--- src/hdl/zad_pkg.sv ---
// Package for the z-score anomaly detector: widths, codes, state types,
// structs passed between the top level and the arithmetic sequencer.
// No dependencies.
package zad_pkg;

   // datapath width of the shared add/subtract unit
   localparam int ALU_W       = 64;
   localparam int STORE_DEPTH = 1024;
   localparam int CNT_W       = 11;
   localparam int SUM_W       = 27;
   localparam int SQS_W       = 42;
   localparam int QM_W        = 43;
   localparam logic [31:0] CNT_MAX = 32'hFFFF_FFFF;

   // register indexes
   localparam logic [7:0] REG_Z_THRESHOLD      = 8'd0;
   localparam logic [7:0] REG_TRAINING_SAMPLES = 8'd1;

   // result status codes
   localparam logic [1:0] STAT_TRAIN  = 2'd0;
   localparam logic [1:0] STAT_NORMAL = 2'd1;
   localparam logic [1:0] STAT_ANOM   = 2'd2;
   localparam logic [1:0] STAT_FAKE   = 2'd3;

   typedef enum logic [3:0] {
      PH_IDLE, PH_MULA, PH_MULB, PH_SUBV, PH_SQRT, PH_MEAN, PH_STD,
      PH_MULX, PH_DIFF, PH_ABS, PH_ZDIV, PH_DONE
   } phase_type;

   typedef enum logic {
      TS_IDLE, TS_BUSY
   } top_state_type;

   // operands handed to the sequencer
   typedef struct packed {
      logic [CNT_W-1:0]        n;
      logic signed [SUM_W-1:0] s1;
      logic [SQS_W-1:0]        s2;
      logic signed [15:0]      x;
   } op_type;

   // statistics returned by the sequencer
   typedef struct packed {
      logic signed [23:0] mean;
      logic [22:0]        stdv;
      logic [QM_W-1:0]    qm;
      logic               qneg;
   } res_type;

   // one result transaction
   typedef struct packed {
      logic [1:0]         status;
      logic signed [15:0] z_score;
      logic signed [23:0] mean_out;
      logic [22:0]        std_out;
      logic [10:0]        stored_count;
      logic [31:0]        total_seen;
      logic [31:0]        normal_seen;
      logic [31:0]        anomaly_seen;
      logic [31:0]        fake_seen;
      logic               training_done;
   } rsp_type;

   function automatic logic [31:0] sat_inc(input logic [31:0] c);
      sat_inc = (c == CNT_MAX) ? c : c + 32'd1;
   endfunction

endpackage

--- src/hdl/zad_alu.sv ---
// Shared add/subtract unit of the detector datapath.
// Depends on zad_pkg.
module zad_alu (
   input  logic [zad_pkg::ALU_W-1:0] op_a,
   input  logic [zad_pkg::ALU_W-1:0] op_b,
   input  logic                      sub,
   output logic [zad_pkg::ALU_W-1:0] sum,
   output logic                      carry
);
   import zad_pkg::*;

   // carry out on subtract means op_a >= op_b
   assign {carry, sum} = {1'b0, op_a} + {1'b0, (sub ? ~op_b : op_b)}
                         + {{ALU_W{1'b0}}, sub};

endmodule

--- src/hdl/zad_seq.sv ---
// Sequencer for the detector statistics: multiplies, square root and
// divisions run one step per cycle through the shared zad_alu.
// Depends on zad_pkg and zad_alu.
module zad_seq (
   input  logic            clock,
   input  logic            reset,
   input  logic            start,
   input  zad_pkg::op_type op,
   output logic            busy,
   output logic            done,
   output zad_pkg::res_type res
);
   import zad_pkg::*;

   phase_type         phase_ff, phase_in;
   logic [5:0]        cnt_ff, cnt_in;
   logic [ALU_W-1:0]  acc_ff, acc_in;
   logic [ALU_W-1:0]  aux_ff, aux_in;
   logic [ALU_W-1:0]  sh_ff, sh_in;
   logic [33:0]       r8_ff, r8_in;
   op_type            op_ff, op_in;
   res_type           res_ff, res_in;

   logic [ALU_W-1:0]  alu_a, alu_b, alu_sum;
   logic              alu_sub, alu_carry;

   logic [26:0]       s1_neg;
   logic [25:0]       mag1;
   logic [ALU_W-1:0]  s1_ext, s2_ext, x_ext, mag_ext, n_ext, r8_ext;
   logic [ALU_W-1:0]  quo_nx, rem_nx, abs_val;
   logic              dbit, remnz;
   logic [33:0]       qm_mean;

   zad_alu u_alu (
      .op_a  (alu_a),
      .op_b  (alu_b),
      .sub   (alu_sub),
      .sum   (alu_sum),
      .carry (alu_carry)
   );

   // operand forms
   assign s1_neg  = -op_ff.s1;
   assign mag1    = op_ff.s1[SUM_W-1] ? s1_neg[25:0] : op_ff.s1[25:0];
   assign s1_ext  = {{(ALU_W-SUM_W){op_ff.s1[SUM_W-1]}}, op_ff.s1};
   assign s2_ext  = {{(ALU_W-SQS_W){1'b0}}, op_ff.s2};
   assign x_ext   = {{(ALU_W-16){op_ff.x[15]}}, op_ff.x};
   assign mag_ext = {{(ALU_W-26){1'b0}}, mag1};
   assign n_ext   = {{(ALU_W-CNT_W){1'b0}}, op_ff.n};
   assign r8_ext  = {{(ALU_W-34){1'b0}}, r8_ff};

   // restoring divide step shared by the three divisions
   assign dbit   = (phase_ff == PH_ZDIV) ? sh_ff[QM_W-1] : sh_ff[33];
   assign rem_nx = alu_carry ? alu_sum : alu_a;
   assign quo_nx = {aux_ff[ALU_W-2:0], alu_carry};
   assign remnz  = (rem_nx != '0);
   assign qm_mean = quo_nx[33:0];
   assign abs_val = acc_ff[ALU_W-1] ? alu_sum : acc_ff;

   // sequencer next state
   always_comb begin
      phase_in = phase_ff;
      cnt_in   = cnt_ff;
      acc_in   = acc_ff;
      aux_in   = aux_ff;
      sh_in    = sh_ff;
      r8_in    = r8_ff;
      op_in    = op_ff;
      res_in   = res_ff;
      alu_a    = '0;
      alu_b    = '0;
      alu_sub  = 1'b0;
      done     = 1'b0;
      case (phase_ff)
         PH_IDLE: begin
            if (start) begin
               op_in    = op;
               acc_in   = '0;
               cnt_in   = 6'd10;
               phase_in = PH_MULA;
            end
         end
         // n * S2, multiplier bits MSB first
         PH_MULA: begin
            alu_a  = acc_ff << 1;
            alu_b  = op_ff.n[cnt_ff[3:0]] ? s2_ext : '0;
            acc_in = alu_sum;
            cnt_in = cnt_ff - 6'd1;
            if (cnt_ff == 6'd0) begin
               sh_in    = alu_sum;
               acc_in   = '0;
               cnt_in   = 6'd25;
               phase_in = PH_MULB;
            end
         end
         // |S1| squared
         PH_MULB: begin
            alu_a  = acc_ff << 1;
            alu_b  = mag1[cnt_ff[4:0]] ? mag_ext : '0;
            acc_in = alu_sum;
            cnt_in = cnt_ff - 6'd1;
            if (cnt_ff == 6'd0) begin
               phase_in = PH_SUBV;
            end
         end
         // V = n*S2 - S1^2, clamped at zero
         PH_SUBV: begin
            alu_a    = sh_ff;
            alu_b    = acc_ff;
            alu_sub  = 1'b1;
            sh_in    = alu_carry ? alu_sum : '0;
            acc_in   = '0;
            aux_in   = '0;
            cnt_in   = 6'd33;
            phase_in = PH_SQRT;
         end
         // digit-by-digit root of V*65536, two bits of V per step
         PH_SQRT: begin
            alu_a   = {acc_ff[ALU_W-3:0], sh_ff[51:50]};
            alu_b   = {aux_ff[ALU_W-3:0], 2'b01};
            alu_sub = 1'b1;
            acc_in  = alu_carry ? alu_sum : alu_a;
            aux_in  = quo_nx;
            sh_in   = sh_ff << 2;
            cnt_in  = cnt_ff - 6'd1;
            if (cnt_ff == 6'd0) begin
               r8_in = quo_nx[33:0];
               if (op_ff.n == '0) begin
                  res_in.mean = '0;
                  res_in.stdv = '0;
                  acc_in      = '0;
                  cnt_in      = 6'd10;
                  phase_in    = PH_MULX;
               end else begin
                  acc_in   = '0;
                  aux_in   = '0;
                  sh_in    = {{(ALU_W-34){1'b0}}, mag1, 8'd0};
                  cnt_in   = 6'd33;
                  phase_in = PH_MEAN;
               end
            end
         end
         PH_MEAN, PH_STD, PH_ZDIV: begin
            alu_a   = {acc_ff[ALU_W-2:0], dbit};
            alu_b   = (phase_ff == PH_ZDIV) ? r8_ext : n_ext;
            alu_sub = 1'b1;
            acc_in  = rem_nx;
            aux_in  = quo_nx;
            sh_in   = sh_ff << 1;
            cnt_in  = cnt_ff - 6'd1;
            if (cnt_ff == 6'd0) begin
               case (phase_ff)
                  PH_MEAN: begin
                     // floor for negative sums
                     if (op_ff.s1[SUM_W-1]) begin
                        res_in.mean = remnz ? 24'(~qm_mean) : 24'(~qm_mean + 34'd1);
                     end else begin
                        res_in.mean = qm_mean[23:0];
                     end
                     acc_in   = '0;
                     aux_in   = '0;
                     sh_in    = r8_ext;
                     cnt_in   = 6'd33;
                     phase_in = PH_STD;
                  end
                  PH_STD: begin
                     res_in.stdv = (quo_nx[33:0] > 34'd8388607) ? 23'h7FFFFF
                                                                : quo_nx[22:0];
                     acc_in      = '0;
                     cnt_in      = 6'd10;
                     phase_in    = PH_MULX;
                  end
                  default: begin
                     res_in.qm = quo_nx[QM_W-1:0];
                     phase_in  = PH_DONE;
                  end
               endcase
            end
         end
         // x * n in two's complement
         PH_MULX: begin
            alu_a  = acc_ff << 1;
            alu_b  = op_ff.n[cnt_ff[3:0]] ? x_ext : '0;
            acc_in = alu_sum;
            cnt_in = cnt_ff - 6'd1;
            if (cnt_ff == 6'd0) begin
               phase_in = PH_DIFF;
            end
         end
         // D = x*n - S1
         PH_DIFF: begin
            alu_a    = acc_ff;
            alu_b    = s1_ext;
            alu_sub  = 1'b1;
            acc_in   = alu_sum;
            phase_in = PH_ABS;
         end
         // |D|, then D*65536 / r8 unless the root r8 is zero
         PH_ABS: begin
            alu_a       = '0;
            alu_b       = acc_ff;
            alu_sub     = 1'b1;
            res_in.qneg = acc_ff[ALU_W-1];
            if (r8_ff == '0) begin
               res_in.qm = '0;
               phase_in  = PH_DONE;
            end else begin
               sh_in    = abs_val << 16;
               acc_in   = '0;
               aux_in   = '0;
               cnt_in   = 6'd42;
               phase_in = PH_ZDIV;
            end
         end
         PH_DONE: begin
            done     = 1'b1;
            phase_in = PH_IDLE;
         end
         default: begin
            phase_in = PH_IDLE;
         end
      endcase
   end

   // control state
   always_ff @(posedge clock) begin
      if (reset) begin
         phase_ff <= PH_IDLE;
      end else begin
         phase_ff <= phase_in;
      end
   end

   // datapath registers
   always_ff @(posedge clock) begin
      cnt_ff <= cnt_in;
      acc_ff <= acc_in;
      aux_ff <= aux_in;
      sh_ff  <= sh_in;
      r8_ff  <= r8_in;
      op_ff  <= op_in;
      res_ff <= res_in;
   end

   assign busy = (phase_ff != PH_IDLE);
   assign res  = res_ff;

endmodule

--- src/hdl/zscore_anomaly_detector_top.sv ---
// Z-score anomaly detector. Training samples (the first training_samples,
// capped at 1024) are stored and answered in the cycle after acceptance.
// Every later sample runs through one shared add/subtract unit, one step a
// cycle: n*S2, S1^2, variance, square root, mean, std, deviation and z
// division. With no stored samples mean and std are skipped; with a zero
// standard deviation the z division is skipped. The result is held in an
// output register; a new sample is taken once it is delivered.
// Depends on zad_pkg, zad_seq and zad_alu.
module zscore_anomaly_detector_top (
   input  logic               clock,
   input  logic               reset,
   input  logic               req_valid,
   output logic               req_stall,
   input  logic signed [15:0] req_sample,
   output logic               rsp_valid,
   input  logic               rsp_stall,
   output logic [1:0]         rsp_status,
   output logic signed [15:0] rsp_z_score,
   output logic signed [23:0] rsp_mean_out,
   output logic [22:0]        rsp_std_out,
   output logic [10:0]        rsp_stored_count,
   output logic [31:0]        rsp_total_seen,
   output logic [31:0]        rsp_normal_seen,
   output logic [31:0]        rsp_anomaly_seen,
   output logic [31:0]        rsp_fake_seen,
   output logic               rsp_training_done,
   input  logic               csr_valid,
   output logic               csr_ready,
   input  logic [7:0]         csr_index,
   input  logic [15:0]        csr_data
);
   import zad_pkg::*;

   top_state_type           state_ff, state_in;
   logic [15:0]             thr_ff;
   logic [CNT_W-1:0]        tsamp_ff;
   logic [CNT_W-1:0]        held_ff, held_in;
   logic signed [SUM_W-1:0] sum_ff, sum_in;
   logic [SQS_W-1:0]        sq_ff, sq_in;
   logic [31:0]             total_ff, total_in;
   logic [31:0]             normal_ff, normal_in;
   logic [31:0]             anom_ff, anom_in;
   logic [31:0]             fake_ff, fake_in;
   logic signed [15:0]      x_ff, x_in;
   logic                    valid_ff, valid_in;
   rsp_type                 out_ff, out_in;

   logic                    seq_start, seq_busy, seq_done;
   op_type                  seq_op;
   res_type                 seq_res;
   logic [CNT_W-1:0]        limit;
   logic signed [15:0]      sq_src;
   logic signed [31:0]      sq_full;
   logic [SQS_W-1:0]        sq_add;
   logic signed [SUM_W-1:0] x_add;
   logic                    over, is_anom, is_fake;
   logic [15:0]             qm_lo_neg;
   logic signed [15:0]      z_sat;

   zad_seq u_seq (
      .clock (clock),
      .reset (reset),
      .start (seq_start),
      .op    (seq_op),
      .busy  (seq_busy),
      .done  (seq_done),
      .res   (seq_res)
   );

   assign limit = (tsamp_ff > CNT_W'(STORE_DEPTH)) ? CNT_W'(STORE_DEPTH) : tsamp_ff;

   // store path: one square shared by training and normal samples
   assign sq_src  = (state_ff == TS_IDLE) ? req_sample : x_ff;
   assign sq_full = sq_src * sq_src;
   assign sq_add  = {{(SQS_W-31){1'b0}}, sq_full[30:0]};
   assign x_add   = {{(SUM_W-16){sq_src[15]}}, sq_src};

   assign seq_op.n  = held_ff;
   assign seq_op.s1 = sum_ff;
   assign seq_op.s2 = sq_ff;
   assign seq_op.x  = req_sample;

   // classification on the raw quotient, then saturation
   assign over      = seq_res.qm > {{(QM_W-16){1'b0}}, thr_ff};
   assign is_anom   = !seq_res.qneg && over;
   assign is_fake   = seq_res.qneg && over;
   assign qm_lo_neg = -seq_res.qm[15:0];
   always_comb begin
      if (seq_res.qneg) begin
         z_sat = (seq_res.qm > QM_W'(32768)) ? 16'sh8000 : signed'(qm_lo_neg);
      end else begin
         z_sat = (seq_res.qm > QM_W'(32767)) ? 16'sh7FFF : signed'(seq_res.qm[15:0]);
      end
   end

   // transaction control and statistics update
   always_comb begin
      state_in  = state_ff;
      held_in   = held_ff;
      sum_in    = sum_ff;
      sq_in     = sq_ff;
      total_in  = total_ff;
      normal_in = normal_ff;
      anom_in   = anom_ff;
      fake_in   = fake_ff;
      x_in      = x_ff;
      out_in    = out_ff;
      valid_in  = valid_ff;
      seq_start = 1'b0;
      if (valid_ff && !rsp_stall) begin
         valid_in = 1'b0;
      end
      case (state_ff)
         TS_IDLE: begin
            if (req_valid && !req_stall) begin
               x_in     = req_sample;
               total_in = sat_inc(total_ff);
               if (held_ff < limit) begin
                  held_in   = held_ff + CNT_W'(1);
                  sum_in    = sum_ff + x_add;
                  sq_in     = sq_ff + sq_add;
                  normal_in = sat_inc(normal_ff);
                  out_in.status        = STAT_TRAIN;
                  out_in.z_score       = '0;
                  out_in.mean_out      = '0;
                  out_in.std_out       = '0;
                  out_in.stored_count  = held_in;
                  out_in.total_seen    = total_in;
                  out_in.normal_seen   = normal_in;
                  out_in.anomaly_seen  = anom_ff;
                  out_in.fake_seen     = fake_ff;
                  out_in.training_done = (held_in >= limit);
                  valid_in = 1'b1;
               end else begin
                  seq_start = 1'b1;
                  state_in  = TS_BUSY;
               end
            end
         end
         TS_BUSY: begin
            if (seq_done) begin
               if (is_anom) begin
                  anom_in       = sat_inc(anom_ff);
                  out_in.status = STAT_ANOM;
               end else if (is_fake) begin
                  fake_in       = sat_inc(fake_ff);
                  out_in.status = STAT_FAKE;
               end else begin
                  normal_in     = sat_inc(normal_ff);
                  out_in.status = STAT_NORMAL;
                  if (held_ff < CNT_W'(STORE_DEPTH)) begin
                     held_in = held_ff + CNT_W'(1);
                     sum_in  = sum_ff + x_add;
                     sq_in   = sq_ff + sq_add;
                  end
               end
               out_in.z_score       = z_sat;
               out_in.mean_out      = seq_res.mean;
               out_in.std_out       = seq_res.stdv;
               out_in.stored_count  = held_in;
               out_in.total_seen    = total_ff;
               out_in.normal_seen   = normal_in;
               out_in.anomaly_seen  = anom_in;
               out_in.fake_seen     = fake_in;
               out_in.training_done = (held_in >= limit);
               valid_in = 1'b1;
               state_in = TS_IDLE;
            end
         end
         default: begin
            state_in = TS_IDLE;
         end
      endcase
   end

   // control and statistics state
   always_ff @(posedge clock) begin
      if (reset) begin
         state_ff  <= TS_IDLE;
         held_ff   <= '0;
         sum_ff    <= '0;
         sq_ff     <= '0;
         total_ff  <= '0;
         normal_ff <= '0;
         anom_ff   <= '0;
         fake_ff   <= '0;
         valid_ff  <= 1'b0;
      end else begin
         state_ff  <= state_in;
         held_ff   <= held_in;
         sum_ff    <= sum_in;
         sq_ff     <= sq_in;
         total_ff  <= total_in;
         normal_ff <= normal_in;
         anom_ff   <= anom_in;
         fake_ff   <= fake_in;
         valid_ff  <= valid_in;
      end
   end

   // configuration registers
   always_ff @(posedge clock) begin
      if (reset) begin
         thr_ff   <= 16'd768;
         tsamp_ff <= CNT_W'(30);
      end else if (csr_valid && csr_ready) begin
         if (csr_index == REG_Z_THRESHOLD) begin
            thr_ff <= csr_data;
         end else if (csr_index == REG_TRAINING_SAMPLES) begin
            tsamp_ff <= csr_data[CNT_W-1:0];
         end
      end
   end

   // payload registers
   always_ff @(posedge clock) begin
      x_ff   <= x_in;
      out_ff <= out_in;
   end

   assign req_stall         = (state_ff != TS_IDLE) || valid_ff;
   assign csr_ready         = 1'b1;
   assign rsp_valid         = valid_ff;
   assign rsp_status        = out_ff.status;
   assign rsp_z_score       = out_ff.z_score;
   assign rsp_mean_out      = out_ff.mean_out;
   assign rsp_std_out       = out_ff.std_out;
   assign rsp_stored_count  = out_ff.stored_count;
   assign rsp_total_seen    = out_ff.total_seen;
   assign rsp_normal_seen   = out_ff.normal_seen;
   assign rsp_anomaly_seen  = out_ff.anomaly_seen;
   assign rsp_fake_seen     = out_ff.fake_seen;
   assign rsp_training_done = out_ff.training_done;

   // sequencer activity only while a transaction is in flight
   a_busy_stall: assert property (@(posedge clock) disable iff (reset)
      seq_busy |-> req_stall)
      else $error("sequencer busy while input open");

   a_done_state: assert property (@(posedge clock) disable iff (reset)
      seq_done |-> (state_ff == TS_BUSY))
      else $error("sequencer done outside busy state");

   a_held_depth: assert property (@(posedge clock) disable iff (reset)
      held_ff <= CNT_W'(STORE_DEPTH))
      else $error("stored count beyond depth");

   a_start_idle: assert property (@(posedge clock) disable iff (reset)
      seq_start |=> seq_busy)
      else $error("sequencer did not start");

endmodule

--- config.mk ---
export PLATFORM = sky130hd
export DESIGN_NAME = zscore_anomaly_detector_top
export DESIGN_NICKNAME = d
export VERILOG_FILES = /design/src/hdl/zad_pkg.sv /design/src/hdl/zad_alu.sv /design/src/hdl/zad_seq.sv /design/src/hdl/zscore_anomaly_detector_top.sv
export SDC_FILE = /design/constraint.sdc
export NUM_CORES = 2
export LEC_CHECK = 0
export ABC_CLOCK_PERIOD_IN_PS = 13200
export BUFFER_PORTS_ARGS = -buffer_cell sky130_fd_sc_hd__buf_4
export CORE_ASPECT_RATIO = 0.75
export CORE_UTILIZATION = 50
export CTS_CLUSTER_DIAMETER = 100
export DETAILED_ROUTE_END_ITERATION = 7
export PLACE_DENSITY = 0.69
export SYNTH_ARGS = -nofsm -noshare
export SYNTH_HDL_FRONTEND = slang
export SYNTH_HIERARCHICAL = 1
export SYNTH_SLANG_ARGS = --single-unit
--- constraint.sdc ---
create_clock -name clock -period 13.2 [get_ports clock]
set_clock_uncertainty 0.05 [all_clocks]
set_input_delay 0.66 -clock clock [delete_from_list [all_inputs] [get_ports clock]]
set_output_delay 0.66 -clock clock [all_outputs]
set_load 0.02 [all_outputs]
==> flow_metrics.tcl <==
set metrics [dict create \
    reg2reg_from "u_seq/op_ff[61]$_DFFE_PP_" \
    r2r-end "u_seq/res[78]$_SDFFCE_PN0P_" \
    syn_nets 6998 \
    synthArstFlopShare_pct 0 \
    synth_area_leaders "edfxtp_1 (31%), dfxtp_1 (7.8%), fa_1 (7.4%), ha_1 (5.6%), nand2_1 (4.0%)" \
    die_x_um 407 \
    grt.busiest_layer "met1" \
    synth_simple_gate_area_share_pct 16.8 \
    arrival_ns 11.56 \
    yosys.area_share.adder_pct 13.0 \
    tns_ns 0 \
    cts_tree "done" \
    synth-xor-area-share_pct 7.15 \
    clock-root-buffer "clkbuf_16" \
    fillers 10700 \
    die_y_um 306 \
    clockBufferDepth 3 \
    cp-start-kind "register" \
    grt_pass1_wl_um 322000 \
    ys.flop_type "edfxtp_1" \
    grt_max_degree 145 \
    drtAntennaViolNets 0 \
    syn_to_final_growth_pct 11.2 \
    yosysTopAreaCell "edfxtp_1" \
    initial_utilization_pct 50.4 \
    synth-edff-count 638 \
    syn-cell-area_um2 61500 \
    io_buffers 251 \
    status "finished with violations" \
    cts-buffers-inserted 95 \
    use_met3_pct 15.5 \
    max_freq_mhz 90.2 \
    crit_slowest_cell "nor4b_4" \
    worst_setup_path_end_kind "register" \
    rows 111 \
    finalNetCount 7107 \
    layout_worst_path_cycle_share_pct 84.0 \
    syn_inst 6449 \
    min_period_ns 11.08 \
    firstDrtPassIters 8 \
    gr-total-overflow 0 \
    slew_violations 0 \
    finalHoldViolCount 0 \
    synthMuxAreaShare_pct 2.33 \
    io_pins 253 \
    reg2regPathDepth 28 \
    critPathRequiredTime_ns 13.68 \
    grt_use_met1_pct 49.5 \
    drive_gt1_share_pct 10.5 \
    ys_types 117 \
    drt_iter0_markers 8456 \
    multi_input_area_um2 34300 \
    grt_pass1_vias 48600 \
    synth_top_area_share_pct 31.1 \
    synth_top_family_by_area "simple AND/OR/NAND/NOR gates" \
    clkTransAtPathRegs_ns 0.06 \
    synth_warnings 6 \
    drt_drc_violations_left 41 \
    cp_max_fo 39 \
    regArea_um2 24000 \
    synth.cells.most_frequent "nand2_1 (662), edfxtp_1 (638), nor2_1 (597), inv_1 (474), a21oi_1 (323)" \
    synth.most_common_cell "nand2_1" \
    synth-compound-area-share_pct 16.1 \
    relSlewSlack_pct 6.88 \
    wirelength_um 220000 \
    holdBufCountCts 0 \
    die-area_um2 124000 \
    post_cts_resized 0 \
    cts_setup_buffers 0 \
    worstMarginPinSlew_ns 1.40 \
    min_from "req_sample[5]" \
    grt_antenna_before_repair 14 \
    gp_congestion 1.05 \
    hold_path_class "input port to register" \
    min_to "u_seq/op_ff[5]$_DFFE_PP_" \
    rrSetupSlack_ns 2.12 \
    vias 52900 \
    critPathKind "register to register" \
    max_stage_delay_ns 0.97 \
    setup_viol_count_final 0 \
    rsz0062_at_grt "no" \
    clock_sinks 879 \
    fp.coreArea_um2 122000 \
    violations "DRC" \
    dp_hpwl_um 163000 \
    use_met2_pct 46.1 \
    wl_per_cell_um 26.5 \
    h-tree-depth 3 \
    seq_area_frac_synth_pct 39.0 \
    max_cap_viol_count 0 \
    ys_ff_latch 879 \
    insertion_delay_ns 0.76 \
    vias_per_cell 6.39 \
    hold_depth 1 \
    grt_usage_pct 34.5 \
    syn_avg_cell_area_um2 9.54 \
]
[sequential cells by signal (all words and copies together) (netlist names), 34 cells and up]
register	cells
u_seq/sh_ff	64
sq_ff	42
u_seq/aux_ff	62
u_seq/r8_ff	34
u_seq/op_ff	85
u_seq/acc_ff	64
u_seq/res	91
[metrics by stage]
step	worst slack [ns]	instance area (um^2)	std cells	util, %	hold WS (ns)
2_1_floorplan	3.78	61500	6449	-	0.367
6_report	2.12	68400	8282	56.0	0.0999
3_5_place_dp	2.63	65200	8099	53.4	0.393
5_1_grt	1.83	68400	8276	56.0	0.0657
4_1_cts	2.61	68400	8272	56.0	0.0556
3_3_place_gp	2.76	65200	8099	53.4	0.381
[cell usage in the layout (no fill, tap or decap), types with 43 or more instances in the layout]
cell type    n
edfxtp_1   638
xnor2_1    223
and2_1     121
o21a_1      48
nor3_1      97
or3_1       57
inv_1      472
mux2i_1     91
nand2_1    660
a222oi_1   103
nor2b_1     77
nor4_1      43
o21ai_0    216
nand4_1     88
clkbuf_16   98
dfxtp_1    236
buf_4      398
and3_1      68
a221oi_1    44
nor2_1     590
xor2_1     278
a211oi_1    50
a21oi_1    320
a31oi_1     78
a22oi_1     92
a221o_1     60
fa_1       228
a21o_1      78
ha_1       276
nand3_1    154
[worst max-delay path, delay by kind of cell (launching register included)]
kind                     cells  cell delay, ns
buffers and inverters        2            0.98
AND/OR/NAND/NOR              8            4.47
XOR/XNOR                     2            0.68
flip-flops                   1            0.47
AO/OA/AOI/OAI               13            3.23
multiplexers                 2            0.62
adder cells (fa/ha/maj)      1            0.37
[layout make-up]
type	instances	area share, %
diodes	10	0.0366
inverters	487	2.68
multi-input cells	4696	50.2
clock inverters	57	0.871
well taps	1638	3.00
clock buffers	116	3.77
flip-flops and latches	879	35.1
repair buffers	399	4.39
[worst max path at each step]
stage                         startpoint                          end  slack [ns]  cells after the start
2_1_floorplan        state_ff$_SDFF_PP0_       sq_ff[34]$_SDFFE_PP0P_        3.78                     37
3_3_place_gp   u_seq/op_ff[61]$_DFFE_PP_  u_seq/res[80]$_SDFFCE_PN0P_        2.76                     28
3_5_place_dp   u_seq/op_ff[61]$_DFFE_PP_  u_seq/res[78]$_SDFFCE_PN0P_        2.63                     28
4_1_cts        u_seq/op_ff[61]$_DFFE_PP_  u_seq/res[78]$_SDFFCE_PN0P_        2.61                     28
5_1_grt        u_seq/op_ff[63]$_DFFE_PP_  u_seq/res[78]$_SDFFCE_PN0P_        1.83                     29
6_report       u_seq/op_ff[61]$_DFFE_PP_  u_seq/res[78]$_SDFFCE_PN0P_        2.12                     28
[kinds of logic (layout without fill, tap and decap cells)]
| group | after synthesis | count (layout) |
|---|---|---|
| other cells | 1 | 11 |
| xor+xnor | 502 | 502 |
| simple gates | 2149 | 2149 |
| flops | 879 | 879 |
| fa+ha+maj | 504 | 504 |
| mux | 134 | 134 |
| buf+inv | 874 | 1059 |
| compound gates | 1406 | 1406 |
[metal layers]
layer | wire, um | up-vias
met3 | 32200 | 482
met5 | 310 | -
li1 | - | 23400
met1 | 93300 | 25700
met2 | 87100 | 3274
met4 | 6870 | 16
Power is not shown: default switching activity piles up to over one toggle a cycle in this logic, so the estimate is an artifact.
